[config.mk]
export PLATFORM = sky130hd
export DESIGN_NAME = fp16_elementwise_adder
export DESIGN_NICKNAME = d
export VERILOG_FILES = /design/src/fp16a_pkg.sv /design/src/fp16_elementwise_adder.sv
export SDC_FILE = /design/constraint.sdc
export NUM_CORES = 1
export LEC_CHECK = 0
export BUFFER_PORTS_ARGS = -buffer_cell sky130_fd_sc_hd__buf_2
export CORE_MARGIN = 2
export CORE_UTILIZATION = 56
export CTS_BUF_LIST = sky130_fd_sc_hd__clkbuf_8 sky130_fd_sc_hd__clkbuf_16
export CTS_CLUSTER_SIZE = 14
export DETAILED_ROUTE_END_ITERATION = 6
export GPL_ROUTABILITY_DRIVEN = 0
export PLACE_DENSITY_LB_ADDON = 0.25
export SKIP_CTS_REPAIR_TIMING = 1
export SYNTH_ARGS = -nofsm -noshare
export SYNTH_HDL_FRONTEND = slang
export SYNTH_SLANG_ARGS = --single-unit
[constraint.sdc]
create_clock -name clk -period 4.7 [get_ports clk]
set_input_delay 0.94 -clock clk [delete_from_list [all_inputs] [get_ports clk]]
set_output_delay 0.94 -clock clk [all_outputs]
set_load 0.1 [all_outputs]
[src/fp16a_pkg.sv]
// ----------------------------------------------------------------------------
// fp16a_pkg
// shared constants and types for the binary16 element-wise adder
// ----------------------------------------------------------------------------
package fp16a_pkg;

	localparam logic [15:0] EXP_MASK    = 16'h7C00;
	localparam logic [15:0] FRAC_MASK   = 16'h03FF;
	localparam logic [15:0] QUIET_BIT   = 16'h0200;
	localparam logic [15:0] DEFAULT_NAN = 16'h7E00;

	// special-case decision made in stage 1
	typedef enum logic [1:0] {
		SPC_NONE = 2'd0,
		SPC_PASS = 2'd1,
		SPC_ZERO = 2'd2
	} spc_t;

endpackage

[src/fp16_elementwise_adder.sv]
// ----------------------------------------------------------------------------
// fp16_elementwise_adder
// element-wise binary16 sum with round to nearest even, four-stage pipeline
// ----------------------------------------------------------------------------
// usage:
//   input channel carries in_value, acc_value and last_in under in_valid /
//   in_stall; output channel carries sum_value and last_out under
//   out_valid / out_stall. an item moves when valid is high and stall is low.
//   every item gives exactly one result; last_out is last_in of that item.
//   an accepted item passes through the stage 1, 2, 3 and 4 registers in order;
//   out_valid is the valid bit of the stage 4 register.
//   throughput: one item per cycle while out_stall is low; every stage can advance
//   in every cycle while out_stall is low (align, add, normalise, round).
//   when the receiver stalls, the output register holds; in_stall rises only
//   when every stage holds an item and out_stall is high, so nothing is lost
//   or repeated. bubbles are squeezed out since an empty stage always moves.
//   reset clears all valid bits; payload registers are not reset.
//   nan, infinity, subnormal and signed zero follow ieee 754, no flags.
// ----------------------------------------------------------------------------
module fp16_elementwise_adder (
	input  logic        clk,
	input  logic        arst_n,
	input  logic        in_valid,
	output logic        in_stall,
	input  logic [15:0] in_value,
	input  logic [15:0] acc_value,
	input  logic        last_in,
	output logic        out_valid,
	input  logic        out_stall,
	output logic [15:0] sum_value,
	output logic        last_out
);

	// pipeline valid bits and per-stage advance
	logic v_s1, v_s2, v_s3, v_s4;
	logic adv1, adv2, adv3, adv4;

	assign adv4 = !(v_s4 && out_stall);
	assign adv3 = adv4 || !v_s3;
	assign adv2 = adv3 || !v_s2;
	assign adv1 = adv2 || !v_s1;
	assign in_stall = !adv1;

	// ---------------- stage 1: classify and align ----------------
	logic a_nan, b_nan, a_inf, b_inf;
	logic [4:0]  ea, eb;
	logic [10:0] ma, mb;
	logic [4:0]  ea_eff, eb_eff;
	logic        swap;
	logic [4:0]  d;
	logic [10:0] big_m, sml_m;
	logic [4:0]  big_e;
	logic [13:0] sml_sh;
	logic        sticky;
	logic [24:0] sml_full;
	logic        sign_big, sub_op;
	fp16a_pkg::spc_t spc_c;
	logic [15:0] pass_c;

	always_comb begin
		ea = in_value[14:10];
		eb = acc_value[14:10];
		a_nan = (ea == 5'h1F) && (in_value[9:0] != 10'd0);
		b_nan = (eb == 5'h1F) && (acc_value[9:0] != 10'd0);
		a_inf = (ea == 5'h1F) && (in_value[9:0] == 10'd0);
		b_inf = (eb == 5'h1F) && (acc_value[9:0] == 10'd0);
		ma = {(ea != 5'd0), in_value[9:0]};
		mb = {(eb != 5'd0), acc_value[9:0]};
		ea_eff = (ea == 5'd0) ? 5'd1 : ea;
		eb_eff = (eb == 5'd0) ? 5'd1 : eb;
		swap = {eb_eff, mb} > {ea_eff, ma};
		big_m = swap ? mb : ma;
		sml_m = swap ? ma : mb;
		big_e = swap ? eb_eff : ea_eff;
		d = swap ? (eb_eff - ea_eff) : (ea_eff - eb_eff);
		sign_big = swap ? acc_value[15] : in_value[15];
		sub_op = in_value[15] ^ acc_value[15];
		// shifted small operand with 3 extra bits below the mantissa; lower shifted-out bits fold into sticky
		sml_full = {sml_m, 14'd0} >> d;
		sml_sh = sml_full[24:11];
		sticky = (sml_full[10:0] != 11'd0);
		spc_c = fp16a_pkg::SPC_NONE;
		pass_c = 16'd0;
		if (a_nan) begin
			spc_c = fp16a_pkg::SPC_PASS;
			pass_c = in_value | fp16a_pkg::QUIET_BIT;
		end else if (b_nan) begin
			spc_c = fp16a_pkg::SPC_PASS;
			pass_c = acc_value | fp16a_pkg::QUIET_BIT;
		end else if (a_inf && b_inf) begin
			spc_c = fp16a_pkg::SPC_PASS;
			pass_c = sub_op ? fp16a_pkg::DEFAULT_NAN : in_value;
		end else if (a_inf) begin
			spc_c = fp16a_pkg::SPC_PASS;
			pass_c = in_value;
		end else if (b_inf) begin
			spc_c = fp16a_pkg::SPC_PASS;
			pass_c = acc_value;
		end else if (sub_op && (in_value[14:0] == acc_value[14:0])) begin
			spc_c = fp16a_pkg::SPC_ZERO;
			pass_c = 16'd0;
		end
	end

	logic [10:0] big_m_s1;
	logic [13:0] sml_s1;
	logic        sticky_s1, sub_s1, sign_s1, last_s1;
	logic [4:0]  exp_s1;
	fp16a_pkg::spc_t spc_s1;
	logic [15:0] pass_s1;

	always_ff @(posedge clk or negedge arst_n) begin
		if (!arst_n) begin
			v_s1 <= 1'b0;
		end else if (adv1) begin
			v_s1 <= in_valid;
		end
	end

	always_ff @(posedge clk) begin
		if (adv1) begin
			big_m_s1  <= big_m;
			sml_s1    <= sml_sh;
			sticky_s1 <= sticky;
			sub_s1    <= sub_op;
			sign_s1   <= sign_big;
			exp_s1    <= big_e;
			spc_s1    <= spc_c;
			pass_s1   <= pass_c;
			last_s1   <= last_in;
		end
	end

	// ---------------- stage 2: add or subtract ----------------
	// sum layout: [15] carry, [14:4] integer and fraction, [3:1] g r, [0] sticky
	logic [15:0] big_x, sml_x, sum_c;
	always_comb begin
		big_x = {1'b0, big_m_s1, 4'd0};
		sml_x = {1'b0, sml_s1, sticky_s1};
		sum_c = sub_s1 ? (big_x - sml_x) : (big_x + sml_x);
	end

	logic [15:0] sum_s2;
	logic [4:0]  exp_s2;
	logic        sign_s2, last_s2;
	fp16a_pkg::spc_t spc_s2;
	logic [15:0] pass_s2;

	always_ff @(posedge clk or negedge arst_n) begin
		if (!arst_n) begin
			v_s2 <= 1'b0;
		end else if (adv2) begin
			v_s2 <= v_s1;
		end
	end

	always_ff @(posedge clk) begin
		if (adv2) begin
			sum_s2  <= sum_c;
			exp_s2  <= exp_s1;
			sign_s2 <= sign_s1;
			spc_s2  <= spc_s1;
			pass_s2 <= pass_s1;
			last_s2 <= last_s1;
		end
	end

	// ---------------- stage 3: normalise ----------------
	logic [3:0]  lz;
	logic [4:0]  lsh;
	logic [15:0] norm_c;
	logic [5:0]  exp_n;
	always_comb begin
		lz = 4'd15;
		for (int i = 0; i < 15; i++) begin
			if (sum_s2[i]) lz = 4'(14 - i);
		end
		lsh = 5'd0;
		norm_c = sum_s2;
		exp_n = {1'b0, exp_s2};
		if (sum_s2[15]) begin
			// carry out: shift right one, keep sticky
			norm_c = {1'b0, sum_s2[15:2], sum_s2[1] | sum_s2[0]};
			exp_n = {1'b0, exp_s2} + 6'd1;
		end else begin
			// left shift limited so exponent does not drop below one
			lsh = ({1'b0, lz} < {1'b0, exp_s2}) ? {1'b0, lz} : (exp_s2 - 5'd1);
			norm_c = sum_s2 << lsh;
			exp_n = {1'b0, exp_s2} - {1'b0, lsh};
			// subnormal result carries biased exponent zero
			if (!norm_c[14]) exp_n = 6'd0;
		end
	end

	logic [15:0] norm_s3;
	logic [5:0]  exp_s3;
	logic        sign_s3, last_s3;
	fp16a_pkg::spc_t spc_s3;
	logic [15:0] pass_s3;

	always_ff @(posedge clk or negedge arst_n) begin
		if (!arst_n) begin
			v_s3 <= 1'b0;
		end else if (adv3) begin
			v_s3 <= v_s2;
		end
	end

	always_ff @(posedge clk) begin
		if (adv3) begin
			norm_s3 <= norm_c;
			exp_s3  <= exp_n;
			sign_s3 <= sign_s2;
			spc_s3  <= spc_s2;
			pass_s3 <= pass_s2;
			last_s3 <= last_s2;
		end
	end

	// ---------------- stage 4: round and pack ----------------
	logic        g, rs, up;
	logic [15:0] body;
	logic [15:0] res_c;
	always_comb begin
		g  = norm_s3[3];
		rs = norm_s3[2] | norm_s3[1] | norm_s3[0];
		up = g && (rs || norm_s3[4]);
		// exponent field and fraction concatenate so a mantissa carry bumps the exponent
		body = {1'b0, exp_s3[4:0], norm_s3[13:4]} + {15'd0, up};
		res_c = {sign_s3, body[14:0]};
		if (exp_s3[5] || (body[14:10] == 5'h1F)) res_c = {sign_s3, 15'h7C00};
		case (spc_s3)
			fp16a_pkg::SPC_PASS: res_c = pass_s3;
			fp16a_pkg::SPC_ZERO: res_c = 16'd0;
			default: ;
		endcase
	end

	always_ff @(posedge clk or negedge arst_n) begin
		if (!arst_n) begin
			v_s4 <= 1'b0;
		end else if (adv4) begin
			v_s4 <= v_s3;
		end
	end

	always_ff @(posedge clk) begin
		if (adv4) begin
			sum_value <= res_c;
			last_out  <= last_s3;
		end
	end

	assign out_valid = v_s4;

endmodule
==> qor.csv, run 1 <==
metric,value,unit
grt_usage,23.9,%
met2_length,10600,um
synth-edff-count,150,
ys_ff_latch,154,
fin_setup_tns,0,ns
fp.dieH,136,um
coreArea,17100,um2
final_nets,1099,
synth_cells,936,
vdd_drop_max,0.000398,V
antenna_left,0,
multi_input_area,4670,um2
internal_power,3.86,mW
dpl_worst_slack,-0.0484,ns
top_layer_used,met4,
slew_violations,0,
portBuffers,55,
finalSetupViolCount,0,
avgViaCountPerCell,5.93,
clockBufferDepth,2,
final_cell_mix,"edfxtp_1 (150), nand2_1 (93), inv_1 (71), nor2_1 (70), a21oi_1 (58)",
cts.htree.levels,4,
clock_latency,0.44,ns
clkSlewWorstSetupHoldPaths,0.07,ns
die-area,18400,um2
drcViolationCount,0,
overflow,0,
final_hold_viol_count,0,
seqPwrFrac,35.3,%
routed_wl,21100,um
status,"complete, no violations",
first_global_vias,6944,
synthToLayoutAreaGrowth,13.4,%
wl_per_cell,16.9,um
synth_sequential_area_ratio,47.4,%
cap_violations,0,
rows,48,
finClkSkew,0.0124,ns
synth_warnings,0,
netlist_area,9720,um2
final_util,64.4,%
insertedDiodeCount,0,
register_area,4600,um2
cts_tree,done,
ys.flop_type,edfxtp_1,
critPathLaunchType,primary input,
synth.distinct_cells,81,
final_common_cell,edfxtp_1,
tightest_slew,0.978,ns
worstPathArrival,4.56,ns
die_w,136,um
yosys.area.top_type,edfxtp_1,
p_sw,2.80,mW
p_clk_share,20.7,%
routed-wl-met3,983,um
power_frac_comb,44.0,%
max_slew_margin,34.7,%
min_path_type,in2async,
vias,7381,
io_pins,56,
grt_max_degree,54,
cts_made_buffers,17,
layout_setup_ws,0.329,ns
crit_required,4.89,ns
synth.area.top_cells,"edfxtp_1 (46%), ha_1 (6.8%), mux2i_1 (3.7%), nand2_1 (3.6%), a21oi_1 (3.0%)",
fin_crit,4.37,ns
drtIter0Drc,572,
grt_first_pass_wirelength,34300,um
powerDensity,604,nW/um2
reg2reg_slack,0.36,ns
max_freq,229,MHz
p_leak,4.49,nW
start_util,56.8,%
synth_nets,1029,
met1_length,8830,um
post-route-period-util,93.0,%
antenna_found_initial,0,
hpwl,16200,um
nFillCells,1394,
cp_max_fo,16,
worstSetupPathType,in2reg,
drive_gt1_share,16.2,%
worstSetupEndpointType,flop,
avgSynthCellArea,10.4,um2
drtPass1Iterations,7,
clkSinkCount,154,
async_flop_share,2.60,%
synth_top_area_share,46.3,%
swShare,42.1,%
cts-root-buf,clkbuf_16,
==> logic make-up after synthesis <==
kind of cell	after synthesis	synth area share, %
simple gates	281	13.5
flops	154	47.4
xor+xnor	43	3.87
fa+ha+maj	57	7.54
compound gates	235	16.3
buf+inv	115	4.90
mux	51	6.49
==> critical path, stage by stage <==
cell and delay [ns]:
buf_2 0.12, inv_1 0.11, nand4_1 0.12, nor2_2 0.13, nor2_1 0.08, ha_1 0.32
nand4_1 0.17, a2111o_1 0.38, a32oi_4 0.31, buf_12 0.19, buf_4 0.22, mux2i_1 0.29
buf_4 0.23, mux2i_1 0.26, nor2_1 0.06, a31oi_1 0.23, nand3_1 0.12, o211ai_1 0.16
o21ai_1 0.09
==> worst paths after layout <==
kind	from	to	cells past startpoint
worst min-delay path	arst_n	v_s3$_DFFE_PN0P_	1
worst min register to register	pass_s2[9]$_DFFE_PP_	pass_s3[9]$_DFFE_PP_	0
worst max-delay path	in_value[12]	sticky_s1$_DFFE_PN_	19
worst max register to register	sum_s2[9]$_DFFE_PP_	exp_s3[1]$_DFFE_PP_	14
min in group clk	pass_s2[9]$_DFFE_PP_	pass_s3[9]$_DFFE_PP_	0
max in group asynchronous	arst_n	v_s1$_DFFE_PN0N_	1
==> sequential cells by signal (all words and copies together), names as in the netlist, 2 cells and up <==
signal and cells:
big_m_s1 11, exp_s1 5, exp_s2 5, exp_s3 6
norm_s3 14, pass_s1 16, pass_s2 16, pass_s3 16
sml_s1 14, spc_s1 2, spc_s2 2, spc_s3 2
sum_s2 16, sum_value 16
==> per-layer routing <==
layer  up-vias  GRT usage [%]
li1       3603              -
met1      3502           30.0
met2       232           41.0
met3        44           4.15
met4         0           9.61
met5         -              0
==> cell type report <==
type,count,share of cell area (%)
clock buffers,17,3.86
clock inverters,15,1.77
inverters,72,2.45
multi-input cells,667,42.3
flip-flops and latches,154,41.8
well taps,225,2.55
repair buffers,94,5.27
==> power groups by stage <==
stage          Clock [mW]  Sequential, mW  Combinational (mW)
2_1_floorplan           0            2.58                1.96
3_3_place_gp            0            2.35                2.85
3_5_place_dp            0            2.37                2.88
4_1_cts              1.40            2.34                2.90
5_1_grt              1.46            2.40                3.21
6_report             1.38            2.35                2.93
==> Yosys cell counts, types with 20 or more instances <==
library cell    n
nand3_1        20
mux2i_1        36
inv_1          71
nand2_1        93
clkbuf_1       28
ha_1           53
nor3_1         28
nor2_1         72
edfxtp_1      150
xnor2_1        32
o21ai_0        56
a21oi_1        58
==> through the flow <==
stage,power (mW),hold WS (ns),cell area (um2),cells
after floorplan,4.53,0.400,9730,936
final,6.66,0.297,11000,1244
after global placement,5.20,0.400,10400,1212
after global routing,7.06,0.283,11000,1244
after CTS,6.64,0.285,11000,1244
after detailed placement,5.25,0.405,10400,1212
Power figures use the tool's default switching activity.
==> inputs of run 2 (changes only) <==
- CORE_UTILIZATION: 56 -> 62
- clock period: 4.7 -> 5 ns (I/O delays scaled with it)
==> run 2 against run 1 <==
  * Global-route usage up 2.2 points
  * Setup slack got worse by 0.017 ns
  * Sequential cell count did not move
  * Cell count decreased by 2.3%
  * Register-to-register slack got worse by 0.05 ns
  * Critical path type is now reg2reg
  * Critical endpoint is now exp_s3[4]$_DFFE_PP_
==> qor.csv, run 2 (same netlist as run 1, synthesis figures left out) <==
metric,value,unit
status,"complete, no violations",
finClkSkew,0.0126,ns
rows,45,
wl_per_cell,17.3,um
cts_tree,done,
grt_max_degree,54,
slew_violations,0,
clkSlewWorstSetupHoldPaths,0.07,ns
clkSinkCount,154,
antenna_found_initial,0,
cap_violations,0,
final_util,70.9,%
finalHoldWorstSlack,0.372,ns
drtPass1Iterations,5,
cts.htree.levels,4,
cp_max_fo,10,
worstSetupEndpointType,flop,
first_global_vias,6780,
final_cell_mix,"edfxtp_1 (150), nand2_1 (93), inv_1 (72), nor2_1 (72), a21oi_1 (58)",
routed_wl,21100,um
rr_worst_depth,17,
coreArea,15300,um2
final_nets,1085,
die-area,16700,um2
avgViaCountPerCell,6.03,
r2r_start,sum_s2[12]$_DFFE_PP_,
cts-root-buf,clkbuf_16,
p_leak,4.40,nW
final_hold_viol_count,0,
fin_cells,1216,
reg2reg_slack,0.31,ns
overflow,0,
rsz0062_at_grt,no,
grt_usage,26.1,%
clock_latency,0.43,ns
cts_made_buffers,17,
vias,7329,
min_path_type,in2async,
fin_crit,4.69,ns
powerDensity,566,nW/um2
drtIter0Drc,671,
nFillCells,1113,
worstSetupPathType,reg2reg,
drcViolationCount,0,
worstPathArrival,4.87,ns
antenna_left,0,
max_slew_margin,44.8,%
vdd_drop_max,0.000426,V
hpwl,16000,um
clockBufferDepth,2,
insertedDiodeCount,0,
layout_setup_ws,0.311,ns
finalSetupViolCount,0,
start_util,63.7,%
placedCellCount,1184,
tightest_slew,0.827,ns
drive_gt1_share,14.4,%
die_w,129,um
critPathLaunchType,flop,
post-route-period-util,93.8,%
portBuffers,55,
grt_first_pass_wirelength,33800,um
dpl_worst_slack,-0.00830,ns
synthToLayoutAreaGrowth,11.3,%
crit_required,5.18,ns
max_freq,213,MHz
fp.dieH,129,um
final_common_cell,edfxtp_1,
io_pins,56,
r2r-end,exp_s3[4]$_DFFE_PP_,
## run 2: changes by cell type in the layout (fill, tap and decap cells not counted), sizes merged
cell / delta
clkinv: -3
clkinvlp: +2
buf: -14
inv: +1
## run 2: where the power goes
group / leakage [nW] / total (mW) / switching, mW / internal (mW)
combinational: 2.47 / 2.69 / 1.71 / 0.989
clock: 0.272 / 1.20 / 0.546 / 0.654
sequential: 1.65 / 2.23 / 0.318 / 1.91
total: 4.40 / 6.12 / 2.57 / 3.55
## run 2: layer usage
metal	global-route usage [%]	up-vias	wire, um
met2	42.9	270	10300
met3	4.25	48	1100
met4	12.4	0	756
met5	0	-	0
li1	-	3572	-
met1	34.0	3439	8930
## run 2: stage by stage
step / setup TNS (ns) / power [mW] / area (um2)
after floorplan: 0 / 4.26 / 9720
after global placement: 0 / 4.83 / 10300
after detailed placement: -0.00830 / 4.89 / 10300
after CTS: 0 / 6.09 / 10800
after global routing: 0 / 6.48 / 10800
final: 0 / 6.12 / 10800
## run 2: critical path, stage by stage (launching register included)
cell       delay [ns]
edfxtp_1         0.52
nor4_1           0.37
a21boi_1         0.40
ha_1             0.23
a21oi_1          0.09
or2_2            0.37
and2_1           0.21
a31o_1           0.23
mux2_2           0.38
clkinv_1         0.09
ha_1             0.14
inv_1            0.05
ha_1             0.20
a21oi_1          0.31
a311oi_1         0.16
maj3_1           0.41
mux2i_1          0.20
o2bb2ai_1        0.10
## run 2: final cells by class
class	count	area (um2)	share of cell area [%]
multi-input cells	667	4640	42.9
flip-flops and latches	154	4600	42.6
repair buffers	80	475	4.39
clock buffers	17	425	3.93
inverters	72	270	2.50
well taps	211	264	2.44
clock inverters	15	136	1.26
## run 2: worst max path at each step
| stage | depth (start not counted) | from | end | slack, ns |
|---|---|---|---|---|
| after CTS | 17 | sum_s2[12]$_DFFE_PP_ | exp_s3[4]$_DFFE_PP_ | 0.19 |
| after global routing | 17 | sum_s2[12]$_DFFE_PP_ | exp_s3[4]$_DFFE_PP_ | 0.003 |
| after global placement | 17 | acc_value[10] | sticky_s1$_DFFE_PN_ | 0.14 |
| after floorplan | 17 | in_value[11] | sticky_s1$_DFFE_PN_ | 0.17 |
| after detailed placement | 19 | acc_value[10] | sticky_s1$_DFFE_PN_ | -0.008 |
| final | 17 | sum_s2[12]$_DFFE_PP_ | exp_s3[4]$_DFFE_PP_ | 0.31 |
